==> config.mk <==
export PLATFORM = sky130hd
export DESIGN_NAME = pcprb_ctrl
export DESIGN_NICKNAME = d
export VERILOG_FILES = /design/src/rtl/core/pcprb_pkg.sv /design/src/rtl/core/pcprb_ctrl.sv
export SDC_FILE = /design/constraint.sdc
export NUM_CORES = 1
export LEC_CHECK = 0
export ABC_AREA = 0
export CORE_MARGIN = 1.5
export CORE_UTILIZATION = 50
export CTS_CLUSTER_SIZE = 10
export DETAILED_ROUTE_END_ITERATION = 10
export DONT_BUFFER_PORTS = 1
export PLACE_DENSITY = 0.63
export SLEW_MARGIN = 15
export SYNTH_ARGS = -nofsm -noshare
export SYNTH_HDL_FRONTEND = slang
export SYNTH_SLANG_ARGS = --single-unit
==> constraint.sdc <==
create_clock -name clock -period 3.6 [get_ports clock]
set_input_delay 0.18 -clock clock [delete_from_list [all_inputs] [get_ports clock]]
set_output_delay 0.18 -clock clock [all_outputs]
set_load 0.03 [all_outputs]
==> src/rtl/core/pcprb_pkg.sv <==
`default_nettype none
package pcprb_pkg;

   // coordinate width of point_x / point_y
   localparam int COORD_BITS = 16;

   localparam int NUM_BINS    = 361;
   localparam int CENTER_BIN  = 180;
   localparam int TOP_BIN     = 360;
   localparam int TRIG_N      = 91;
   localparam int SRCH_ITERS  = 7;
   localparam logic [15:0] EMPTY_VAL = 16'hFFFF;
   localparam logic [15:0] MAX_DIST  = 16'hFFFE;

   localparam logic [1:0] CMD_CLEAR = 2'd0;
   localparam logic [1:0] CMD_POINT = 2'd1;
   localparam logic [1:0] CMD_READ  = 2'd2;

   localparam logic [63:0] PI_Q60 = 64'h3243F6A8885A308D;
   localparam logic [63:0] ONE31  = 64'h0000_0000_8000_0000;
   localparam logic [63:0] HALF31 = 64'h0000_0000_4000_0000;

   typedef logic [TRIG_N-1:0][31:0] trig_tab_type;

   typedef struct packed {
      logic [1:0]                   command;
      logic signed [COORD_BITS-1:0] point_x;
      logic signed [COORD_BITS-1:0] point_y;
      logic [8:0]                   bin_index;
   } req_type;

   typedef struct packed {
      logic        accepted;
      logic [8:0]  bin_written;
      logic [15:0] distance;
   } rsp_type;

   typedef struct packed {
      logic load;
      logic square;
      logic sum;
      logic root_step;
      logic srch_mul;
      logic srch_cmp;
      logic wr_lo;
      logic wr_hi;
      logic rd;
      logic sweep;
   } dp_ctl_type;

   typedef struct packed {
      logic [1:0] cmd;
      logic       keep;
      logic       top_bin;
      logic       sweep_last;
   } dp_sts_type;

   // sin/cos of whole degrees at scale 2^31, one-degree rotation steps,
   // mirrored about 45 degrees
   function automatic trig_tab_type build_trig(input logic want_sin);
      logic [63:0]  t, t2, t3, t4, t5, s1, c1, s, c;
      trig_tab_type st, ct;
      st = '0;
      ct = '0;
      t  = (PI_Q60 >> 29) / 64'd180;
      t2 = (t * t) >> 31;
      t3 = (t2 * t) >> 31;
      t4 = (t2 * t2) >> 31;
      t5 = (t4 * t) >> 31;
      s1 = t - t3 / 64'd6 + t5 / 64'd120;
      c1 = ONE31 - t2 / 64'd2 + t4 / 64'd24;
      st[0] = 32'd0;
      ct[0] = ONE31[31:0];
      for (int k = 1; k <= 45; k++) begin
         s = {32'd0, st[k-1]};
         c = {32'd0, ct[k-1]};
         st[k] = 32'((s * c1 + c * s1 + HALF31) >> 31);
         ct[k] = 32'((c * c1 - s * s1 + HALF31) >> 31);
      end
      st[45] = ct[45];
      for (int k = 46; k <= 90; k++) begin
         st[k] = ct[90-k];
         ct[k] = st[90-k];
      end
      return want_sin ? st : ct;
   endfunction

   localparam trig_tab_type SIN_TAB = build_trig(1'b1);
   localparam trig_tab_type COS_TAB = build_trig(1'b0);

endpackage
`default_nettype wire

==> src/rtl/core/pcprb_ctrl.sv <==
`default_nettype none
module pcprb_ctrl (
   input  wire                        clock,
   input  wire                        reset,
   input  wire                        start,
   input  wire pcprb_pkg::dp_sts_type sts,
   output pcprb_pkg::dp_ctl_type      ctl,
   output logic                       busy,
   output logic                       rsp_valid
);
   localparam int CB = pcprb_pkg::COORD_BITS;
   localparam int CW = $clog2(CB);

   typedef enum logic [11:0] {
      ST_SWEEP = 12'b0000_0000_0001,
      ST_IDLE  = 12'b0000_0000_0010,
      ST_DISP  = 12'b0000_0000_0100,
      ST_SQ    = 12'b0000_0000_1000,
      ST_SUM   = 12'b0000_0001_0000,
      ST_ROOT  = 12'b0000_0010_0000,
      ST_SMUL  = 12'b0000_0100_0000,
      ST_SCMP  = 12'b0000_1000_0000,
      ST_WLO   = 12'b0001_0000_0000,
      ST_WHI   = 12'b0010_0000_0000,
      ST_RD    = 12'b0100_0000_0000,
      ST_RSP   = 12'b1000_0000_0000
   } state_type;

   state_type      state_ff, state_in;
   logic [CW-1:0]  cnt_ff, cnt_in;
   logic           pend_ff, pend_in;

   assign busy      = (state_ff != ST_IDLE);
   assign rsp_valid = (state_ff == ST_RSP);

   always_comb begin
      state_in = state_ff;
      cnt_in   = cnt_ff;
      pend_in  = pend_ff;
      ctl      = '0;
      unique case (state_ff)
         ST_SWEEP: begin
            ctl.sweep = 1'b1;
            if (sts.sweep_last) begin
               state_in = pend_ff ? ST_RSP : ST_IDLE;
               pend_in  = 1'b0;
            end
         end
         ST_IDLE: begin
            if (start) begin
               ctl.load = 1'b1;
               state_in = ST_DISP;
            end
         end
         ST_DISP: begin
            unique case (sts.cmd)
               pcprb_pkg::CMD_CLEAR: begin
                  state_in = ST_SWEEP;
                  pend_in  = 1'b1;
               end
               pcprb_pkg::CMD_POINT: state_in = ST_SQ;
               pcprb_pkg::CMD_READ:  state_in = ST_RD;
               default:              state_in = ST_RSP;
            endcase
         end
         ST_SQ: begin
            ctl.square = 1'b1;
            state_in   = ST_SUM;
         end
         ST_SUM: begin
            ctl.sum  = 1'b1;
            cnt_in   = '0;
            state_in = ST_ROOT;
         end
         ST_ROOT: begin
            ctl.root_step = 1'b1;
            cnt_in        = cnt_ff + 1'b1;
            if (cnt_ff == CW'(CB - 1)) begin
               cnt_in   = '0;
               state_in = ST_SMUL;
            end
         end
         ST_SMUL: begin
            ctl.srch_mul = 1'b1;
            state_in     = ST_SCMP;
         end
         ST_SCMP: begin
            ctl.srch_cmp = 1'b1;
            cnt_in       = cnt_ff + 1'b1;
            state_in     = ST_SMUL;
            if (cnt_ff == CW'(pcprb_pkg::SRCH_ITERS - 1)) begin
               cnt_in   = '0;
               state_in = ST_WLO;
            end
         end
         ST_WLO: begin
            ctl.wr_lo = sts.keep;
            state_in  = (sts.keep && !sts.top_bin) ? ST_WHI : ST_RSP;
         end
         ST_WHI: begin
            ctl.wr_hi = 1'b1;
            state_in  = ST_RSP;
         end
         ST_RD: begin
            ctl.rd   = 1'b1;
            state_in = ST_RSP;
         end
         ST_RSP: begin
            state_in = ST_IDLE;
         end
         default: begin
            state_in = ST_IDLE;
         end
      endcase
   end

   always_ff @(posedge clock) begin
      if (reset) begin
         state_ff <= ST_SWEEP;
         cnt_ff   <= '0;
         pend_ff  <= 1'b0;
      end else begin
         state_ff <= state_in;
         cnt_ff   <= cnt_in;
         pend_ff  <= pend_in;
      end
   end
endmodule
`default_nettype wire

==> metrics, run 1 <==
FMAX=0.4342 GHz; Tcrit/Tclk final=0.6398; RePlAce Congestion=0.9056; largest net degree at the start of global routing=11; Crit Path Class=register to output port; Sw Ratio=0.3136; worst reg2reg startpoint=state_ff[9]; row count=16; Tmin final=2.303 ns; Final ANT Viol Nets=0; commonest cells in the netlist=17 x dfxtp_1, 17 x nor2_1, 9 x inv_1; GRT Util Overall=0.2073; CP Max Fanout=6; endpoints failing hold=0; post-cts resize count=0; Clock Tree Buf Depth=2; die width=49.66 um; Static Leak=0.0004464 uW; worst r2r path cells=4; Post-Synth Adder-Cell Area=0.02299; Synth Warn #=0; Die Ht=49.66 um; IO buf count=0; Worst-Margin Slew=0.8233 ns; clk_lat worst skew=0.29 ns; post-synthesis compound-gate area fraction=0.1655; fin. max-slew vios=0; htree depth=1; antenna violations before repair=0; Arr. time, crit path=2.12 ns; Setup crit end kind=output port; diodes inserted=0; layout cell share with drive strength beyond 1=0.1159; IO Pins=20; initial core utilization=0.5438; Worst setup SP type=register; FF+latch count, synth=17; Vias/cell=6.182; Hold Crit Depth=2; hold path start=reset; Final nets=149; Reg-to-Reg End=state_ff[7]; clock skew=0.003920 ns; CTS Buf Count=3; Setup Viol. Count Final=0; total power draw=382.4 uW; setup TNS=0 ns; largest family of logic cells by synthesized area=simple AND/OR/NAND/NOR gates; cell internal pwr=262.5 uW; slack of the worst reg-to-reg path=1.57 ns; via count of the routed design=1,020; Async SR Flop Fraction=0; grt total ovfl=0; Syn-to-layout area delta=9.195%; Yosys top cell by area=dfxtp_1; Pre-antenna DRT Iters=4; status=finished, final reports clean; synthesized area=1089 um2; Simple-Gate Fraction of Synth Area=0.4264; DP Wirelength=1896 um; Reg power frac=0.527; Synth cell types=39; Die ar.=2466 um2; Gate power share=0.202; Routed WL per cell=15.12 um; sequential element share of the synthesized area=0.3126; Worst EP required=3.42 ns; Min-Delay Path Class=input port to register; Post-Synth XOR/XNOR Area=0.02414; Worst-path clk slew=0.10 ns; root buffer cell=clkbuf_4; unrepaired setup endpoints after global routing=false; mean post-synth cell area=8.247 um2; # clock sinks=17; layout filler cell count=191; Post-Synthesis Cells=132; number of global-route vias before repair=880; CTS tree=done; DRC=0; VDD IR max=0.2064 mV; number of flops mapped to enable cells by yosys=0; Net Sw Power=119.9 uW; Post-Syn Nets=142; most common flop cell mapped by yosys=dfxtp_1; Iteration-0 DRC Markers=26; mux cell area share after synthesis=0; first-pass GRT wire length=3933 um; Worst Hold End=state_ff[1]; cell area after layout=1189 um2; core area=2002 um2; dpl cell area=1132 um2; Detailed Route WL=2495 um; Area contributors post-synth=dfxtp_1 31%, nor2_1 5.9%, nor4_4 5.9%; Clk network pwr share=0.271; power per cell area=321.7 nW/um2; relative slew slack=0.4497; top cell type's share of synthesized area=0.3126; max cap viols=0
[kinds of logic after synthesis]
family          after synthesis
simple gates                 72
compound gates               25
flops                        17
buf+inv                      13
xor+xnor                      3
fa+ha+maj                     2
[worst max-delay path, cell delays in order, from the launching register on]
cell,delay (ns)
dfxtp_1,0.40
nor4_2,0.41
nand4_1,0.44
nor2_1,0.58
[flip-flops by register name, indices dropped and copies added, names as in the netlist]
register  count
cnt_ff        4
pend_ff       1
state_ff     12
[worst max path at each step]
stage / start / end / slack (ns) / depth (start not counted)
CTS: state_ff[8] / ctl[9] / 1.30 / 3
detailed placement: state_ff[9] / state_ff[7] / 1.59 / 4
global placement: state_ff[9] / state_ff[7] / 1.63 / 4
finish: state_ff[8] / ctl[9] / 1.30 / 3
floorplan: state_ff[9] / state_ff[7] / 1.30 / 4
global route: state_ff[8] / ctl[9] / 1.22 / 3
[per-stage QoR]
stage | util | cells | hold WS, ns | worst slack, ns
finish | 0.5938 | 165 | 0.02699 | 1.297
global route | 0.5938 | 165 | 0.03391 | 1.216
floorplan | - | 132 | 0.2516 | 1.302
CTS | 0.5938 | 165 | 0.02216 | 1.299
global placement | 0.5656 | 158 | 0.2518 | 1.634
detailed placement | 0.5656 | 158 | 0.2539 | 1.589
[power groups by stage]
stage / clock network [uW] / registers (uW) / logic, uW
6_report: 104 / 202 / 77.2
5_1_grt: 112 / 202 / 85.3
4_1_cts: 109 / 201 / 76.2
3_5_place_dp: 0 / 206 / 71.8
3_3_place_gp: 0 / 206 / 71.8
2_1_floorplan: 0 / 202 / 63.0
[area by class of cell]
class,count,area [um2],share of cell area
clock buffers,4,26.28,0.02211
inverters,9,33.78,0.02842
multi-input cells,102,701.9,0.5905
flip-flops and latches,17,340.3,0.2863
well taps,27,33.78,0.02842
repair buffers,6,52.55,0.04421
[cells in the final DEF, fill, tap and decap left out, types with 2 or more instances in the layout]
master	n
xor2_1	3
nor4_1	3
dfxtp_1	17
dlygate4sd3_1	3
and3_1	3
buf_4	3
a2111oi_2	2
a21oi_1	5
nor2b_1	7
nor3_1	4
ha_1	2
nor2_1	17
nand2b_1	2
nand2_1	6
o21ai_1	2
a211oi_1	2
nand3_1	7
nand3b_1	2
nor4b_1	4
inv_1	9
nand4_1	3
o21ai_0	6
or3_1	3
clkbuf_4	3
nor4_4	3
[layer usage]
layer,vias up,global-route usage,wire [um]
li1,499,-,-
met4,0,0.08333,34
met2,37,0.2933,1087
met3,4,0.03939,157
met5,-,0,0
met1,480,0.3057,1216
[what timing repair did]
action / 4_1_cts / 5_1_grt
hold buffers: 3 / 0
hold endpoints to repair: 10 / 0
setup endpoints to repair: 0 / 0
setup buffers: 0 / 0
No activity file was read; power rests on OpenSTA's default activity.
==> run 2, diff against run 1 <==
ABC_AREA = 1   (was 0)
PLACE_DENSITY = 0.66   (was 0.63)
clock period = 2.1 ns   (was 3.6 ns; I/O delays follow)
==> metrics, run 2 <==
status=finished, final reports clean; post-synthesis compound-gate area fraction=0.08058; Vias/cell=5.313; number of global-route vias before repair=1,092; clk_lat worst skew=0.29 ns; Final ANT Viol Nets=0; core area=2255 um2; clock skew=0.003546 ns; CTS Buf Count=3; largest family of logic cells by synthesized area=simple AND/OR/NAND/NOR gates; Crit Path Class=register to output port; layout cell share with drive strength beyond 1=0.1881; Clock Tree Buf Depth=2; Worst setup SP type=register; die width=52.22 um; sequential element share of the synthesized area=0.2810; Iteration-0 DRC Markers=22; most common flop cell mapped by yosys=dfxtp_1; FMAX=0.5422 GHz; first-pass GRT wire length=4471 um; Pre-antenna DRT Iters=4; antenna violations before repair=0; Yosys top cell by area=dfxtp_1; Detailed Route WL=2687 um; Synth cell types=25; Async SR Flop Fraction=0; most frequent cells in the layout=45 x nand2_1, 29 x inv_1, 25 x nor2_1, 17 x dfxtp_1, 13 x nand3_1; dpl ws=0.5838 ns; power per cell area=560.7 nW/um2; mean post-synth cell area=6.375 um2; Worst Hold End=state_ff[9]; fin. max-slew vios=0; Reg-to-Reg End=state_ff[6]; RePlAce Congestion=0.8029; met1 usage in global routing=0.2597; CTS tree=done; root buffer cell=clkbuf_4; Tcrit/Tclk final=0.8782; Hold Crit Depth=4; Syn-to-layout area delta=11.16%; IO buf count=0; initial core utilization=0.5372; via count of the routed design=1,222; slack of the worst reg-to-reg path=0.63 ns; Area contributors post-synth=dfxtp_1 28%, nand2_1 14%, inv_1 9.0%; worst reg2reg startpoint=state_ff[5]; number of flops mapped to enable cells by yosys=0; grt total ovfl=0; DP Wirelength=2129 um; Post-CTS Setup Bufs=0; Final nets=213; M3 GR Usage=0.03429; busiest grt layer=met2; htree depth=1; Routed WL per cell=11.68 um; biggest regs=state_ff: 12 flops, cnt_ff: 4 flops, pend_ff: 1 flops; largest net degree at the start of global routing=16; layout filler cell count=240; synthesized area=1211 um2; Die ar.=2726 um2; FF+latch count, synth=17; diodes inserted=0; Die Ht=52.22 um; max cap viols=0; Worst-Margin Slew=0.6344 ns; VDD IR max=0.3344 mV; most common cell in the netlist=nand2_1; hold path start=sts[2]; Setup Viol. Count Final=0; Static Leak=0.0006152 uW; CP Max Fanout=4; row count=17; commonest cells in the netlist=45 x nand2_1, 29 x inv_1, 25 x nor2_1; mux cell area share after synthesis=0; Synth Warn #=0; endpoints failing hold=0; GRT Util Overall=0.2197; Post-Synth XOR/XNOR Area=0.007231; Arr. time, crit path=1.74 ns; Post-Synth Adder-Cell Area=0.02066; Post-Syn Nets=200; Post-Synthesis Cells=190; flip-flop count of the largest register after layout=12; most common cell after layout, fill and taps aside=nand2_1; Simple-Gate Fraction of Synth Area=0.5021; # clock sinks=17; IO Pins=20; unrepaired setup endpoints after global routing=false; relative slew slack=0.5757; setup TNS=0 ns; worst r2r path cells=9; Worst-path clk slew=0.10 ns; Reg with most FFs=state_ff; met2 Usage GRT=0.3924; Tmin final=1.844 ns; Min-Delay Path Class=input port to register; PnR worst setup slack=0.2558 ns; Worst EP required=2.00 ns; Setup crit end kind=output port; top cell type's share of synthesized area=0.2810; DRC=0
-- run 2: repair_timing --
item	in CTS	in global routing
hold buffers	4	0
resized for setup	0	0
hold endpoints to repair	16	0
-- run 2: kinds of logic after synthesis --
| kind of cell | Yosys count |
|---|---|
| DFF | 17 |
| xor gates and xnor gates | 1 |
| AOI/OAI and AO/OA | 18 |
| buffers and inverters | 35 |
| and+or+nand+nor | 117 |
| adders and majority gates | 2 |
-- run 2: how the worst max path moves through the flow --
stage / cells past startpoint / from / end
6_report: 5 / state_ff[1] / ctl[9]
5_1_grt: 5 / state_ff[1] / ctl[9]
4_1_cts: 5 / state_ff[1] / ctl[9]
3_5_place_dp: 5 / state_ff[1] / ctl[9]
3_3_place_gp: 5 / state_ff[1] / ctl[9]
2_1_floorplan: 5 / state_ff[1] / rsp_valid
-- run 2: worst max-delay path, cell delays in order (launching register included) --
cell	delay, ns
dfxtp_1	0.47
nand2_1	0.08
nor2_1	0.25
nand2_1	0.30
nor2_1	0.17
buf_4	0.18
-- run 2: metal layers --
metal	vias to the layer above	wire, um	share of wire
met2	24	1293	0.48
li1	622	-	-
met3	4	94	0.035
met1	572	1269	0.47
met5	-	0	0
met4	0	30	0.011
-- run 2: stage by stage --
stage | instance area [um2] | hold slack, ns | std cells | power, uW | utilization
after floorplan | 1211 | 0.1747 | 190 | 539.2 | -
after global placement | 1280 | 0.1780 | 222 | 570.5 | 0.5677
after detailed placement | 1280 | 0.1800 | 222 | 576.2 | 0.5677
after CTS | 1346 | 0.05643 | 230 | 761.4 | 0.5971
after global routing | 1346 | 0.09596 | 230 | 798.0 | 0.5971
final | 1346 | 0.06580 | 230 | 754.9 | 0.5971
-- run 2: power breakdown --
group	switching [uW]	total [uW]	internal, uW	leakage [uW]
registers	19.0	356	337	0.000138
clock network	99.2	173	73.8	0.0000150
logic	156	226	70.0	0.000462
-- run 2: layout make-up --
type                            count  area (um2)  area share
Timing Repair Buffer                9       77.57     0.05762
Inverter                           34       127.6     0.09480
Tap cell                           28       35.03     0.02602
Sequential cell                    17       340.3      0.2528
Multi-Input combinational cell    138       739.5      0.5493
Clock buffer                        4       26.28     0.01952
